<file path="config.mk">
export PLATFORM = sky130hd
export DESIGN_NAME = index_weighted_recurrence_checksum_top
export DESIGN_NICKNAME = d
export VERILOG_FILES = /design/src/iwrc_pkg.sv /design/src/index_weighted_recurrence_checksum_top.sv
export VERILOG_INCLUDE_DIRS = /design/src /design/src/src
export SDC_FILE = /design/constraint.sdc
export NUM_CORES = 1
export LEC_CHECK = 0
export ABC_AREA = 1
export BUFFER_PORTS_ARGS = -buffer_cell sky130_fd_sc_hd__buf_2
export CAP_MARGIN = 20
export CORE_ASPECT_RATIO = 2
export CORE_MARGIN = 5
export CORE_UTILIZATION = 50
export DETAILED_ROUTE_END_ITERATION = 8
export PLACE_DENSITY_LB_ADDON = 0.12
export SYNTH_ARGS = -nofsm -noshare
export SYNTH_HDL_FRONTEND = slang
export SYNTH_SLANG_ARGS = --single-unit
</file>
<file path="constraint.sdc">
create_clock -name clk -period 20 [get_ports clk]
set_input_delay 2 -clock clk [delete_from_list [all_inputs] [get_ports clk]]
set_output_delay 2 -clock clk [all_outputs]
set_load 0.02 [all_outputs]
</file>
<file path="src/index_weighted_recurrence_checksum_top_macros.svh">
// Assertion macros for the index-weighted recurrence checksum block.
`ifndef INDEX_WEIGHTED_RECURRENCE_CHECKSUM_TOP_MACROS_SVH
`define INDEX_WEIGHTED_RECURRENCE_CHECKSUM_TOP_MACROS_SVH

`ifndef SYNTHESIS
`define IWRC_ASSERT(label, prop, msg) \
    label: assert property (@(posedge clk) disable iff (!rst_n) prop) else $error(msg);
`define IWRC_ASSERT_ALWAYS(label, prop, msg) \
    label: assert property (@(posedge clk) prop) else $error(msg);
`else
`define IWRC_ASSERT(label, prop, msg)
`define IWRC_ASSERT_ALWAYS(label, prop, msg)
`endif

`endif

</file>
<file path="src/iwrc_pkg.sv">
// Constants for the index-weighted recurrence checksum block.
package iwrc_pkg;

    localparam int unsigned TERM_W   = 16;
    localparam int unsigned POS_W    = 8;
    localparam int unsigned LHS_W    = 25;
    localparam int unsigned RHS_W    = 24;
    localparam int unsigned DIFF_W   = 26;

    localparam logic [7:0]        START_OFFSET = 8'd7;
    localparam logic [7:0]        WEIGHT_A     = 8'd17;
    localparam logic [7:0]        WEIGHT_B     = 8'd31;
    localparam logic [TERM_W-1:0] CK_MOD       = 16'hFFFF;
    localparam logic [TERM_W-1:0] PREV_INIT    = 16'd1;
    localparam logic [TERM_W-1:0] CUR_INIT     = 16'd0;
    // 256 * 65535 + 1: lifts a negative difference while keeping the 2^64 wrap residue
    localparam logic [DIFF_W-1:0] WRAP_LIFT    = 26'd16776961;

endpackage

</file>
<file path="src/index_weighted_recurrence_checksum_top.sv">
// Index-weighted recurrence checksum: byte stream in, one checksum per message out.
//
// Input channel: data_byte and last_byte with data_valid / data_stall. One
// byte is taken per transaction; last_byte marks the final byte of a message.
// Output channel: checksum with checksum_valid / checksum_stall. One
// transaction per message, carrying the final recurrence term (0..65534).
// Throughput: one byte per cycle, set by the update of the term registers
// (two small multiplies, a subtract and a fold mod 65535), while no final
// byte is blocked by a receiver stall. A final byte is registered in the input
// register, then its checksum in the result register. Bytes without the last
// flag leave the block after one stage and produce no output transaction.
// Reset: clears all valid flags and returns the recurrence to the start of a
// message (previous term 1, position 0).
// Receiver stall: the result register holds its checksum; a final byte then
// waits in the input register, and data_stall rises only while such a byte
// is blocked there. Non-final bytes keep flowing during an output stall.
`include "index_weighted_recurrence_checksum_top_macros.svh"

module index_weighted_recurrence_checksum_top (
    input  logic        clk,
    input  logic        rst_n,
    input  logic        data_valid,
    output logic        data_stall,
    input  logic [7:0]  data_byte,
    input  logic        last_byte,
    output logic        checksum_valid,
    input  logic        checksum_stall,
    output logic [15:0] checksum
);

    import iwrc_pkg::*;

    logic                 in_valid_reg;
    logic                 in_valid_next;
    logic [7:0]           in_byte_reg;
    logic                 in_last_reg;
    logic                 out_valid_reg;
    logic                 out_valid_next;
    logic [TERM_W-1:0]    out_data_reg;

    logic [TERM_W-1:0]    term_prev_reg;
    logic [TERM_W-1:0]    term_prev_next;
    logic [TERM_W-1:0]    term_cur_reg;
    logic [TERM_W-1:0]    term_cur_next;
    logic [POS_W-1:0]     pos_reg;
    logic [POS_W-1:0]     pos_next;
    logic                 at_start_reg;
    logic                 at_start_next;

    logic                 advance;
    logic                 load_in;
    logic                 emit;
    logic [15:0]          wa_full;
    logic [15:0]          wb_full;
    logic [8:0]           mult_a;
    logic [LHS_W-1:0]     lhs;
    logic [RHS_W-1:0]     rhs;
    logic                 neg;
    logic [DIFF_W-1:0]    diff;
    logic [16:0]          fold1;
    logic [TERM_W-1:0]    fold2;
    logic [TERM_W-1:0]    step_term;
    logic [TERM_W-1:0]    term_next;

    assign emit       = in_valid_reg && in_last_reg;
    assign advance    = in_valid_reg && !(in_last_reg && out_valid_reg && checksum_stall);
    assign data_stall = in_valid_reg && !advance;
    assign load_in    = data_valid && !data_stall;

    assign checksum_valid = out_valid_reg;
    assign checksum       = out_data_reg;

    always_comb
    begin
        wa_full   = 16'(pos_reg) * 16'(WEIGHT_A);
        wb_full   = 16'(pos_reg) * 16'(WEIGHT_B);
        mult_a    = {1'b0, in_byte_reg} + {1'b0, wa_full[7:0]};
        lhs       = LHS_W'(mult_a) * LHS_W'(term_cur_reg);
        rhs       = RHS_W'(wb_full[7:0]) * RHS_W'(term_prev_reg);
        neg       = lhs < LHS_W'(rhs);
        diff      = DIFF_W'(lhs) + (neg ? WRAP_LIFT : '0) - DIFF_W'(rhs);
        fold1     = {7'd0, diff[DIFF_W-1:16]} + {1'b0, diff[15:0]};
        fold2     = fold1[16] ? (fold1[15:0] + 16'd1) : fold1[15:0];
        step_term = (fold2 == CK_MOD) ? '0 : fold2;
        term_next = at_start_reg ? (TERM_W'(in_byte_reg) + TERM_W'(START_OFFSET)) : step_term;
    end

    always_comb
    begin
        term_prev_next = term_prev_reg;
        term_cur_next  = term_cur_reg;
        pos_next       = pos_reg;
        at_start_next  = at_start_reg;
        if (advance)
        begin
            if (in_last_reg)
            begin
                term_prev_next = PREV_INIT;
                term_cur_next  = CUR_INIT;
                pos_next       = '0;
                at_start_next  = 1'b1;
            end
            else
            begin
                term_prev_next = at_start_reg ? PREV_INIT : term_cur_reg;
                term_cur_next  = term_next;
                pos_next       = at_start_reg ? POS_W'(1) : pos_reg + POS_W'(1);
                at_start_next  = 1'b0;
            end
        end
    end

    always_comb
    begin
        in_valid_next = in_valid_reg;
        if (load_in)
        begin
            in_valid_next = 1'b1;
        end
        else if (advance)
        begin
            in_valid_next = 1'b0;
        end

        out_valid_next = out_valid_reg;
        if (advance && in_last_reg)
        begin
            out_valid_next = 1'b1;
        end
        else if (!checksum_stall)
        begin
            out_valid_next = 1'b0;
        end
    end

    always_ff @(posedge clk or negedge rst_n)
    begin
        if (!rst_n)
        begin
            in_valid_reg  <= 1'b0;
            out_valid_reg <= 1'b0;
            term_prev_reg <= PREV_INIT;
            term_cur_reg  <= CUR_INIT;
            pos_reg       <= '0;
            at_start_reg  <= 1'b1;
        end
        else
        begin
            in_valid_reg  <= in_valid_next;
            out_valid_reg <= out_valid_next;
            term_prev_reg <= term_prev_next;
            term_cur_reg  <= term_cur_next;
            pos_reg       <= pos_next;
            at_start_reg  <= at_start_next;
        end
    end

    always_ff @(posedge clk)
    begin
        if (load_in)
        begin
            in_byte_reg <= data_byte;
            in_last_reg <= last_byte;
        end
        if (advance && in_last_reg)
        begin
            out_data_reg <= term_next;
        end
    end

    `IWRC_ASSERT(a_checksum_range, checksum_valid |-> checksum != CK_MOD, "checksum out of range")
    `IWRC_ASSERT(a_emit_loads_result,
        (advance && emit) |=> (checksum_valid && checksum == $past(term_next)),
        "final byte did not load result")
    `IWRC_ASSERT(a_restart_after_last,
        (advance && emit) |=> (at_start_reg && pos_reg == '0 && term_prev_reg == PREV_INIT),
        "state not restarted after final byte")
    `IWRC_ASSERT_ALWAYS(a_stall_cause,
        data_stall |-> (emit && out_valid_reg && checksum_stall),
        "input stalled without a blocked result")

endmodule
</file>
After elaboration in Yosys (flattened, before gate mapping)
Cells that the tools add are included.
W data, S select, Z words.
{ "word_totals": {"regBits": 68, "out_inout_bits": 18, "inputBits": 13, "elab_cells": 47} }
{ "op_classes": {"mux": 14, "n_eq_ne": 2, "n_lt_le_gt_ge": 1, "addsub": 7, "n_mul": 4, "reduce_logical": 10} }
{ "ops": {"columns": ["operator", "n"], "rows": [
  ["$mux W16", 6],
  ["$add A25 B24 Y26", 1],
  ["$sub A26 B24 Y26", 1],
  ["$lt A25 B24 Y1", 1],
  ["$mul A9 B16 Y25", 1],
  ["$mul A8 B16 Y24", 1],
  ["$mux W24", 1],
  ["$add A10 B16 Y17", 1],
  ["$add A16 B1 Y16 const B", 1],
  ["$eq A16 B16 Y1 const B", 1],
  ["$mul A8 B5 Y8 const B", 2],
  ["$mux W8", 2],
  ["$add A8 B3 Y9 const B", 1],
  ["$add A8 B8 Y9", 1],
  ["$add A8 B1 Y8 const B", 1],
  ["$logic_and A1 B1 Y1", 6],
  ["$mux W1", 5],
  ["$logic_not A1 Y1", 3],
  ["$ne A2 B1 Y1 const B", 1],
  ["$reduce_bool A2 Y1", 1]
]} }

Logic depth before layout (Yosys ltp)
Gate-level depths: netlist of the first run.
{ "depth": {"depth_word": 14, "depth_mapped": 80, "ltp_nobuf": 78} }

Least setup slack after synthesis of the first run
OpenSTA, ideal clock, no wires.
{ "synth_timing": {"kind": "register -> register", "start": "register pos_reg[1]", "end": "register out_data_reg[9], in the netlist checksum[9] (data pin)", "arrival_time_ps": 12528, "t_required_ps": 19734, "slack_ps": 7206, "stages_incl_launch_ff": 75, "period_less_slack_ps": 12794, "path_buffers": 2, "setup_time_ps": 266, "path_cell_list": "dfrtp_1 > inv_1 > fa_1 > inv_1 > fa_1 > inv_1 > fa_1 > inv_1 > ha_1 > nand2_1 > nor2_1 > a211oi_1 > inv_1 > or2_2 > nand2_1 > clkbuf_1 > nor2_1 > fa_1 > [39 not listed] > nand2_1 > nand2_1 > a21oi_1 > xor2_1 > ha_1 > nand2_1 > nor2_1 > nand3_1 > nand4_1 > nand2_4 > nor2_4 > xnor2_2 > nand2_1 > nor2_2 > nand4_2 > buf_2 > nand2_1 > nor2_1"} }
{ "synth_between": {"elab_chain_cells": 13, "word_cells_on_any_way": 15, "classes_between": "add/sub (5); mul (4); order compare (1); eq/ne (1); mux (4)"} }
{ "synth_lines": {"columns": ["item", "line_no", "source"], "rows": [
  ["from (decl)", "index_weighted_recurrence_checksum_top.sv:45", "logic [POS_W-1:0] pos_reg;"],
  ["from (signal assigned)", "index_weighted_recurrence_checksum_top.sv:153", "pos_reg <= pos_next;"],
  ["$mul A8 B5 Y8", "index_weighted_recurrence_checksum_top.sv:75", "wa_full = 16'(pos_reg) * 16'(WEIGHT_A);"],
  ["$add A8 B8 Y9", "index_weighted_recurrence_checksum_top.sv:77", "mult_a = {1'b0, in_byte_reg} + {1'b0, wa_full[7:0]};"],
  ["$mul A9 B16 Y25", "index_weighted_recurrence_checksum_top.sv:78", "lhs = LHS_W'(mult_a) * LHS_W'(term_cur_reg);"],
  ["$lt A25 B24 Y1", "index_weighted_recurrence_checksum_top.sv:80", "neg = lhs < LHS_W'(rhs);"],
  ["$mux W24", "index_weighted_recurrence_checksum_top.sv:81", "diff = DIFF_W'(lhs) + (neg ? WRAP_LIFT : '0) - DIFF_W'(rhs);"],
  ["$add A25 B24 Y26", "index_weighted_recurrence_checksum_top.sv:81", null],
  ["$sub A26 B24 Y26 (*)", "index_weighted_recurrence_checksum_top.sv:81", null],
  ["$add A10 B16 Y17 (*)", "index_weighted_recurrence_checksum_top.sv:82", "fold1 = {7'd0, diff[DIFF_W-1:16]} + {1'b0, diff[15:0]};"],
  ["$add A16 B1 Y16", "index_weighted_recurrence_checksum_top.sv:83", "fold2 = fold1[16] ? (fold1[15:0] + 16'd1) : fold1[15:0];"],
  ["$mux W16 (*)", "index_weighted_recurrence_checksum_top.sv:83", null],
  ["$eq A16 B16 Y1", "index_weighted_recurrence_checksum_top.sv:84", "step_term = (fold2 == CK_MOD) ? '0 : fold2;"],
  ["$mux W16 (*)", "index_weighted_recurrence_checksum_top.sv:84", null],
  ["$mux W16 (*)", "index_weighted_recurrence_checksum_top.sv:85", "term_next = at_start_reg ? (TERM_W'(in_byte_reg) + TERM_W'(START_OFFSET)) : step_term;"],
  ["net term_next[9]", "index_weighted_recurrence_checksum_top.sv:63", "logic [TERM_W-1:0] term_next;"],
  ["to (signal assigned)", "index_weighted_recurrence_checksum_top.sv:167", "out_data_reg <= term_next;"],
  ["to (decl)", "index_weighted_recurrence_checksum_top.sv:39", "logic [TERM_W-1:0] out_data_reg;"]
]} }
The timed path passes the listed nets; every way through them passes the cells marked *.
A chain may end at the register's enable or synchronous reset.

Final worst setup path of the first run
{ "layout_timing": {"start": "register pos_reg[0]", "end": "register out_data_reg[13], in the netlist checksum[13] (data pin)"} }
Same word-level chain as after synthesis.

==> flow_summary.json, run 1 <==
{
  "fillCellCount": 2920,
  "clockBufferDepth": 2,
  "clock_tree.htree_level_count": 3,
  "antenna_cells": 0,
  "postSynth.asyncResetShare": 0.6324,
  "worst-r2r-cell-count": 69,
  "worstMarginPinSlew_ns": 0.9791,
  "synth_largest_area_cell": "sky130_fd_sc_hd__fa_1",
  "timing.final.crit_share": 0.7582,
  "dr_wl_cell_um": 18.81,
  "std_cell_rows": 89,
  "timing.max_cap.violations": 0,
  "ys_seq_elements": 68,
  "vias_per_cell": 5.416,
  "critical_hold_path_startpoint": "checksum_valid$_DFFE_PN0P_",
  "crit_required_ns": 20.10,
  "cts.root.buffer_cell": "sky130_fd_sc_hd__clkbuf_16",
  "die_y_um": 255.2,
  "area_contributors_post_synth": "sky130_fd_sc_hd__fa_1 (29%), sky130_fd_sc_hd__ha_1 (14%), sky130_fd_sc_hd__inv_1 (11%)",
  "grt_max_degree": 44,
  "ys_dominant_reg_cell": "sky130_fd_sc_hd__dfrtp_1",
  "status": "completed",
  "clkLatencyLatePin_ns": 0.37,
  "worst_ep_arrival_time_ns": 15.26,
  "netlist_area_um2": 15030,
  "hpwlAfterDp_mm": 37.46,
  "final_antenna_net_count": 0,
  "postCtsSetupRepairBufs": 0,
  "synth_edf_count": 25,
  "finClkSkew_ns": 0.008791,
  "synth_cell_types": 50,
  "drc": 0,
  "yosysWarnings": 0,
  "leading_cell_type_in_the_layout_fill_and_taps_excluded": "sky130_fd_sc_hd__inv_1",
  "core_um2": 29620,
  "post_cts_hold_buffer_count": 0,
  "grt_remaining_overflow": 0,
  "numCtsBuffers": 9,
  "synth.avg_cell_area_um2": 7.732,
  "number_of_vias_in_the_routed_layout": 12560,
  "most_common_cell_on_crit_path": "sky130_fd_sc_hd__nand2_1",
  "end_kind": "flop",
  "crit_type": "flop to flop",
  "first_global_vias": 13630,
  "floorplan.initialDensity": 0.5074,
  "dieArea_um2": 33840,
  "first_pass_iters": 6,
  "final_nets": 2352,
  "die_w_um": 132.6,
  "post_cts_resized": 0,
  "number_of_antenna_violations_at_the_first_check_in_global_routing": 0,
  "clock_sink_count": 68,
  "final.min_clock_period_ns": 15.16,
  "r2r_slack_ns": 4.84,
  "timing_limited_maximum_frequency_ghz": 0.06595,
  "placed_cells": 2302,
  "slowest_stage": "sky130_fd_sc_hd__dfrtp_1",
  "drive_gt1_frac": 0.05678,
  "commonest_cells_after_routing_fill_and_taps_aside": "sky130_fd_sc_hd__inv_1 (440), sky130_fd_sc_hd__nand2_1 (417), sky130_fd_sc_hd__fa_1 (216)",
  "hold_path_depth": 2,
  "post_synthesis_sequential_area_ratio": 0.1217,
  "final_max_slew_viol_count": 0,
  "portBuffers": 30,
  "final_cell_count_no_fill": 2319,
  "routed_wl_mm": 43.61,
  "r2r-start": "pos_reg[0]$_DFFE_PN0P_",
  "timing.hold.worst.class": "flop to flop",
  "path_clk_slew_ns": 0.06,
  "timing.final.setup_violations": 0,
  "hold_viol": 0,
  "io-pin-count": 31,
  "layout-area-overhead-vs-synth_pct": 5.344,
  "synthCells": 1944,
  "hold_end": "checksum_valid$_DFFE_PN0P_",
  "timing.critical_path.from_type": "flop",
  "syn-num-nets": 2346,
  "final.setup.tns_ns": 0,
  "synth_top_area_share": 0.2877,
  "max_slew_margin": 0.3457,
  "grt_util_all_layers": 0.2673,
  "cpPeakStageDelay_ns": 0.93,
  "grt_first_pass_wirelength_mm": 70.09,
  "cts_tree": "yes",
  "regToRegEndpoint": "checksum[13]$_DFFE_PP_",
  "drt-initial-drc-count": 545,
  "crit_fanout": 23,
  "gp_congestion": 0.9498,
  "grt_setup_unrepaired": "no"
}
[cell type report]
| cell class | instances | area [um^2] | area share |
|---|---|---|---|
| Tap cell | 364 | 455.4 | 0.02876 |
| Sequential cell | 68 | 1829 | 0.1155 |
| Multi-Input combinational cell | 1389 | 11350 | 0.7171 |
| Inverter | 446 | 1674 | 0.1057 |
| Clock buffer | 11 | 252.7 | 0.01596 |
| Clock inverter | 5 | 60.06 | 0.003793 |
| Timing Repair Buffer | 36 | 207.7 | 0.01312 |
[how the worst max path moves through the flow]
stage / startpoint / cells past startpoint / slack, ns / end
after floorplan: pos_reg[1]$_DFFE_PN0P_ / 74 / 7.21 / checksum[9]$_DFFE_PP_
after global placement: pos_reg[0]$_DFFE_PN0P_ / 66 / 5.18 / checksum[14]$_DFFE_PP_
after detailed placement: pos_reg[0]$_DFFE_PN0P_ / 69 / 4.90 / checksum[0]$_DFFE_PP_
after CTS: pos_reg[0]$_DFFE_PN0P_ / 69 / 4.88 / checksum[13]$_DFFE_PP_
after global routing: pos_reg[0]$_DFFE_PN0P_ / 73 / 3.47 / checksum[13]$_DFFE_PP_
final: pos_reg[0]$_DFFE_PN0P_ / 69 / 4.84 / checksum[13]$_DFFE_PP_
[worst max-delay path: cells and delay by family, from the launching register on]
kind,cells,cell delay [ns]
fa+ha+maj,13,5.81
buf+inv,11,1.21
simple gates,28,3.67
xor+xnor,2,0.61
flops,1,0.93
compound gates,15,2.64
[stage by stage]
| stage | cell area [um^2] | util | hold slack (ns) | setup slack (ns) |
|---|---|---|---|---|
| after floorplan | 15030 | - | 0.5229 | 7.206 |
| after global placement | 15500 | 0.5233 | 0.4854 | 5.180 |
| after detailed placement | 15500 | 0.5233 | 0.5058 | 4.898 |
| after CTS | 15810 | 0.5339 | 0.5217 | 4.882 |
| after global routing | 15830 | 0.5346 | 0.5528 | 3.468 |
| final | 15830 | 0.5346 | 0.5217 | 4.836 |
[metal layers]
| metal | global-route usage | part of all wire | vias up |
|---|---|---|---|
| met5 | 0 | 0 | - |
| met4 | 0.1638 | 0.068 | 0 |
| met3 | 0.02105 | 0.028 | 133 |
| met2 | 0.5240 | 0.56 | 328 |
| met1 | 0.2715 | 0.35 | 6155 |
| li1 | - | - | 5944 |
[cells in the mapped netlist (18+ instances only)]
master                     instances
sky130_fd_sc_hd__inv_1           440
sky130_fd_sc_hd__nand2_1         417
sky130_fd_sc_hd__fa_1            216
sky130_fd_sc_hd__ha_1            173
sky130_fd_sc_hd__nor2_1          170
sky130_fd_sc_hd__a21oi_1          85
sky130_fd_sc_hd__nand3_1          54
sky130_fd_sc_hd__xor2_1           48
sky130_fd_sc_hd__dfrtp_1          41
sky130_fd_sc_hd__o21ai_0          36
sky130_fd_sc_hd__clkbuf_1         32
sky130_fd_sc_hd__xnor2_1          28
sky130_fd_sc_hd__edfxtp_1         25
sky130_fd_sc_hd__nor3_1           19
sky130_fd_sc_hd__o22ai_1          18
[cell families after synthesis]
family / synth area share
XOR/XNOR: 0.04753
AO/OA/AOI/OAI: 0.07217
flip-flops: 0.1217
adder cells (fa/ha/maj): 0.4317
buffers and inverters: 0.1229
AND/OR/NAND/NOR: 0.2040
Power of run 1 is left out: the tool's default activity adds up to more than one toggle a clock period on the data nets, which glitch-free logic cannot reach.
==> run 2: changes to the inputs <==
ABC_AREA = 0   (was 1)
clock period = 13.8 ns   (was 20 ns; I/O delays follow)
==> run 2 against run 1 <==
  * Area after synthesis is 1.7% higher
  * Sequential share of layout area is 2.0 points lower
  * First-iteration DRC count decreased by 9.5%
  * Flip-flop and latch count is the same
  * Fmax increased by 11%
  * Non-clock buffer count increased by 263
  * Global-route usage is 0.18 points lower
  * Largest cell class unchanged
  * Highest routed layer unchanged
==> flow_summary.json, run 2 <==
{
  "hold_end": "checksum_valid$_DFFE_PN0P_",
  "drc": 0,
  "vias_per_cell": 5.602,
  "postSynth.asyncResetShare": 0.6324,
  "worstMarginPinSlew_ns": 0.9110,
  "critical_path.n_buffers_inverters": 12,
  "hold_viol": 0,
  "routed_wl_mm": 45.42,
  "final_antenna_net_count": 0,
  "timing.max_cap.violations": 0,
  "synth_top_area_share": 0.2828,
  "grt_util_all_layers": 0.2656,
  "slowest_stage": "sky130_fd_sc_hd__fa_1",
  "worst_ep_arrival_time_ns": 13.70,
  "ys_seq_elements": 68,
  "layout-area-overhead-vs-synth_pct": 25.20,
  "grt_first_pass_wirelength_mm": 72.30,
  "commonest_cells_after_routing_fill_and_taps_aside": "sky130_fd_sc_hd__inv_1 (264), sky130_fd_sc_hd__buf_4 (252), sky130_fd_sc_hd__fa_1 (211)",
  "crit_required_ns": 13.86,
  "area_contributors_post_synth": "sky130_fd_sc_hd__fa_1 (28%), sky130_fd_sc_hd__ha_1 (14%), sky130_fd_sc_hd__dfrtp_1 (6.7%)",
  "yosysWarnings": 0,
  "std_cell_rows": 90,
  "post_synthesis_sequential_area_ratio": 0.1196,
  "hpwlAfterDp_mm": 37.45,
  "crit_fanout": 4,
  "antenna_cells": 0,
  "ys_dominant_reg_cell": "sky130_fd_sc_hd__dfrtp_1",
  "core_um2": 30180,
  "finClkSkew_ns": 0.01356,
  "portBuffers": 30,
  "r2r-start": "pos_reg[1]$_DFFE_PN0P_",
  "final.min_clock_period_ns": 13.64,
  "clkLatencyLatePin_ns": 0.34,
  "clockBufferDepth": 2,
  "worst-r2r-cell-count": 59,
  "cpPeakStageDelay_ns": 0.58,
  "syn-num-nets": 2110,
  "hold_path_depth": 1,
  "timing.critical_path.from_type": "flop",
  "timing.hold.worst.class": "flop to flop",
  "netlist_area_um2": 15290,
  "timing.final.crit_share": 0.9883,
  "path_clk_slew_ns": 0.07,
  "end_kind": "flop",
  "regToRegEndpoint": "checksum[0]$_DFFE_PP_",
  "numCtsBuffers": 9,
  "first_global_vias": 14280,
  "timing.final.setup_violations": 0,
  "clock_sink_count": 68,
  "grt_max_degree": 44,
  "final_nets": 2361,
  "drt-initial-drc-count": 493,
  "cts.root.buffer_cell": "sky130_fd_sc_hd__clkbuf_16",
  "leading_cell_type_in_the_layout_fill_and_taps_excluded": "sky130_fd_sc_hd__inv_1",
  "dieArea_um2": 34390,
  "most_common_cell_on_crit_path": "sky130_fd_sc_hd__fa_1",
  "r2r_slack_ns": 0.16,
  "grt_setup_unrepaired": "yes",
  "max_slew_margin": 0.3927,
  "synth_largest_area_cell": "sky130_fd_sc_hd__fa_1",
  "dr_wl_cell_um": 19.47,
  "number_of_antenna_violations_at_the_first_check_in_global_routing": 0,
  "drive_gt1_frac": 0.2495,
  "io-pin-count": 31,
  "gp_congestion": 0.9590,
  "synth_cell_types": 85,
  "final.setup.tns_ns": 0,
  "number_of_vias_in_the_routed_layout": 13060,
  "die_w_um": 133.7,
  "first_pass_iters": 5,
  "final_max_slew_viol_count": 0,
  "fraction_of_the_core_area_covered_by_cells_at_the_end_of_the_flow": 0.6343,
  "crit_type": "flop to flop",
  "synth.avg_cell_area_um2": 8.952,
  "cts_tree": "yes",
  "timing_limited_maximum_frequency_ghz": 0.07332,
  "synth_edf_count": 25,
  "hold_slack_ns": 0.5445,
  "synthCells": 1708,
  "clock_tree.htree_level_count": 3,
  "floorplan.initialDensity": 0.5066,
  "ys_top_cells_by_count": "sky130_fd_sc_hd__inv_1 (273), sky130_fd_sc_hd__fa_1 (216), sky130_fd_sc_hd__nand2_1 (181)",
  "critical_hold_path_startpoint": "checksum_valid$_DFFE_PN0P_",
  "die_y_um": 257.3,
  "status": "completed",
  "yosys.cell_count.top_type": "sky130_fd_sc_hd__inv_1",
  "grt_remaining_overflow": 0,
  "worst_path_dominant_cell_family": "adder cells"
}
## run 2: changes by cell type after synthesis, sizes merged, moves of 20 or more
cell    before  now
nor2b        0   30
a21o         1   30
nand3       63   30
nor2       177   56
xnor2       30   70
a21oi       86   66
nand2      435  182
inv        445  273
and2         2  141
nand2b       0   20
## run 2: layout make-up
type / instances / area (um^2)
clock buffer: 10 / 250.2
clock inverter: 6 / 68.82
fill: 2626 / 11040
inverter: 273 / 1025
multi-input combinational: 1308 / 13210
sequential: 68 / 1832
tap: 368 / 460.4
timing repair buffer: 299 / 2297
## run 2: kinds of logic after synthesis
logic type	count (synthesis)	synth area share
mux	1	0.0007364
xor+xnor	103	0.06023
buf+inv	332	0.08380
flops	68	0.1196
fa+ha+maj	389	0.4244
simple gates	541	0.1866
compound gates	274	0.1246
## run 2: layer usage
metal / wire length [um] / vias up / global-route usage
li1: - / 6044 / -
met1: 15280 / 6603 / 0.2700
met2: 26520 / 276 / 0.5273
met3: 1128 / 140 / 0.01876
met4: 2482 / 0 / 0.1393
met5: 0 / - / 0
## run 2: how the worst max path moves through the flow
stage / from / end / slack (ns) / cells after the start
floorplan: pos_reg[0]$_DFFE_PN0P_ / checksum[0]$_DFFE_PP_ / 0.01 / 57
global route: pos_reg[1]$_DFFE_PN0P_ / term_cur_reg[12]$_DFFE_PN0P_ / -0.36 / 61
global placement: pos_reg[1]$_DFFE_PN0P_ / term_cur_reg[11]$_DFFE_PN0P_ / -0.68 / 61
CTS: pos_reg[2]$_DFFE_PN0P_ / checksum[6]$_DFFE_PP_ / -0.003 / 58
finish: pos_reg[1]$_DFFE_PN0P_ / checksum[0]$_DFFE_PP_ / 0.16 / 59
detailed placement: pos_reg[0]$_DFFE_PN0P_ / term_cur_reg[6]$_DFFE_PN0P_ / -0.79 / 59
## run 2: what timing repair did
| item | 4_1_cts | 5_1_grt |
|---|---|---|
| gates cloned | 1 | 1 |
| gates resized for setup | 77 | 120 |
| pin swaps | 72 | 112 |
| endpoints found under the setup margin | 32 | 32 |
| setup buffers | 15 | 25 |
| hold buffers | 0 | 0 |
## run 2: worst register-to-register path, delay by kind of cell (launching register included)
kind,cells,cell delay (ns)
flip-flops,1,0.40
adder cells (fa/ha/maj),14,5.29
buffers and inverters,12,1.17
XOR/XNOR,3,0.61
AO/OA/AOI/OAI,18,3.35
AND/OR/NAND/NOR,12,2.53
## run 2: metrics by stage
stage / std cells / cell area (um^2) / setup WS [ns]
final: 2332 / 19140 / 0.1620
after global routing: 2332 / 19140 / -0.3614
after CTS: 2307 / 18280 / -0.003197
after detailed placement: 2276 / 17450 / -0.7906
after global placement: 2276 / 17450 / -0.6805
after floorplan: 1708 / 15340 / 0.01466
Power of run 2 is left out for the same reason.
==> run 3: changes to the inputs <==
CTS_BUF_LIST = sky130_fd_sc_hd__clkbuf_8   (was not set)
==> run 3 against run 2 <==
  * Flip-flop and latch count did not move
  * Core utilization fell by 0.59 points
  * Final cell count fell by 0.21%
  * Die area did not move
  * Critical path depth fell by 3
  * Global-route usage rose by 0.21 points
  * Hold slack improved by 0.0099 ns
  * Cell area fell by 0.93%
  * Fmax fell by 0.39%
  * Register-to-register slack got worse by 0.05 ns
  * Sequential share of layout area rose by 0.090 points
  * Highest routed layer unchanged
==> flow_summary.json, run 3 (synthesized netlist as in run 2, its figures left out) <==
{
  "vias_per_cell": 5.606,
  "timing.max_cap.violations": 0,
  "critical_hold_path_startpoint": "checksum_valid$_DFFE_PN0P_",
  "grt_max_degree": 44,
  "final_nets": 2356,
  "number_of_antenna_violations_at_the_first_check_in_global_routing": 0,
  "grt_remaining_overflow": 0,
  "final_antenna_net_count": 0,
  "io-pin-count": 31,
  "number_of_vias_in_the_routed_layout": 13050,
  "antenna_cells": 0,
  "worst-r2r-cell-count": 56,
  "core_um2": 30180,
  "drt-initial-drc-count": 424,
  "timing.hold.worst.class": "flop to flop",
  "worst_path_dominant_cell_family": "adder cells",
  "cpPeakStageDelay_ns": 0.59,
  "layout-area-overhead-vs-synth_pct": 24.04,
  "leading_cell_type_in_the_layout_fill_and_taps_excluded": "sky130_fd_sc_hd__inv_1",
  "end_kind": "flop",
  "drc": 0,
  "crit_required_ns": 14.03,
  "commonest_cells_after_routing_fill_and_taps_aside": "sky130_fd_sc_hd__inv_1 (264), sky130_fd_sc_hd__buf_4 (245), sky130_fd_sc_hd__fa_1 (213)",
  "timing.critical_path.from_type": "flop",
  "cts.root.buffer_cell": "sky130_fd_sc_hd__clkbuf_8",
  "gp_congestion": 0.9590,
  "slowest_stage": "sky130_fd_sc_hd__fa_1",
  "max_slew_margin": 0.4025,
  "routed_wl_mm": 45.19,
  "clock_tree.htree_level_count": 3,
  "die_y_um": 257.3,
  "r2r_slack_ns": 0.11,
  "endpoint": "term_cur_reg[14]$_DFFE_PN0P_",
  "post_cts_hold_buffer_count": 0,
  "placed_cell_area_um2": 17450,
  "std_cell_rows": 90,
  "timing.final.crit_share": 0.9921,
  "hold_viol": 0,
  "hpwlAfterDp_mm": 37.45,
  "timing.final.setup_violations": 0,
  "floorplan.initialDensity": 0.5066,
  "regToRegEndpoint": "term_cur_reg[14]$_DFFE_PN0P_",
  "cts_tree": "yes",
  "clkLatencyLatePin_ns": 0.36,
  "final_max_slew_viol_count": 0,
  "die_w_um": 133.7,
  "crit_fanout": 6,
  "drive_gt1_frac": 0.2409,
  "first_pass_iters": 8,
  "worst_ep_arrival_time_ns": 13.92,
  "fin_area_um2": 18970,
  "clock_sink_count": 68,
  "grt_setup_unrepaired": "yes",
  "timing_limited_maximum_frequency_ghz": 0.07304,
  "first_global_vias": 14300,
  "crit_start": "pos_reg[1]$_DFFE_PN0P_",
  "portBuffers": 30,
  "grt_first_pass_wirelength_mm": 72.77,
  "dr_wl_cell_um": 19.42,
  "final.min_clock_period_ns": 13.69,
  "finClkSkew_ns": 0.01475,
  "worst-path-stages": 56,
  "status": "completed",
  "crit_type": "flop to flop",
  "most_common_cell_on_crit_path": "sky130_fd_sc_hd__fa_1",
  "worstMarginPinSlew_ns": 0.8963,
  "clockBufferDepth": 2,
  "grt_util_all_layers": 0.2677,
  "numCtsBuffers": 9,
  "dieArea_um2": 34390,
  "path_clk_slew_ns": 0.09,
  "r2r-start": "pos_reg[1]$_DFFE_PN0P_",
  "critical_path.n_buffers_inverters": 9
}
==> run 3: changes by cell type in the layout (fill, tap and decap cells not counted), moves of 4 or more <==
cell / delta
sky130_fd_sc_hd__clkbuf_16: -11
sky130_fd_sc_hd__xnor2_1: +4
sky130_fd_sc_hd__nor2_2: -4
sky130_fd_sc_hd__buf_4: -7
sky130_fd_sc_hd__nor2_1: +4
sky130_fd_sc_hd__clkbuf_8: +9
sky130_fd_sc_hd__xnor2_2: -5
sky130_fd_sc_hd__a21oi_1: -4
==> run 3: area by class of cell <==
type | count | area [um^2]
tap | 368 | 460.4
sequential | 68 | 1832
timing repair buffer | 294 | 2258
multi-input combinational | 1308 | 13170
fill | 2654 | 11210
inverter | 273 | 1025
clock inverter | 7 | 98.84
clock buffer | 9 | 123.9
==> run 3: routing by layer <==
metal	part of all wire	global-route usage
met4	0.057	0.1410
met3	0.024	0.01622
met5	0	0
met1	0.34	0.2753
met2	0.58	0.5297
==> run 3: worst min-delay path by stage <==
| stage | to | cells past startpoint |
|---|---|---|
| final | checksum_valid$_DFFE_PN0P_ | 1 |
| after CTS | checksum_valid$_DFFE_PN0P_ | 1 |
| after detailed placement | checksum_valid$_DFFE_PN0P_ | 1 |
| after global placement | checksum_valid$_DFFE_PN0P_ | 1 |
| after global routing | checksum_valid$_DFFE_PN0P_ | 1 |
| after floorplan | term_prev_reg[15]$_DFFE_PN0P_ | 1 |
==> run 3: timing repair <==
action | 4_1_cts | 5_1_grt
buffers inserted | 22 | 15
cloned | 2 | 0
endpoints found under the setup margin | 32 | 32
resized for setup | 106 | 88
pin swaps | 104 | 84
==> run 3: worst reg2reg max path: cells and delay by family, from the launching register on <==
kind	cells	cell delay, ns
xor gates and xnor gates	3	0.30
adders and majority gates	13	5.33
AOI/OAI and AO/OA	22	4.04
DFF	1	0.44
buffers and inverters	9	0.94
and+or+nand+nor	9	2.49
==> run 3: stage by stage <==
step | hold WS [ns] | std cells | util | setup slack, ns | setup TNS [ns]
floorplan | 0.4642 | 1708 | - | 0.01466 | 0
global placement | 0.5108 | 2276 | 0.5781 | -0.6805 | -20.44
detailed placement | 0.5269 | 2276 | 0.5781 | -0.7906 | -22.12
CTS | 0.5508 | 2315 | 0.6109 | 0.005757 | 0
global route | 0.5923 | 2327 | 0.6284 | -0.4183 | -12.02
finish | 0.5544 | 2327 | 0.6284 | 0.1088 | 0
Power of run 3 is left out for the same reason.
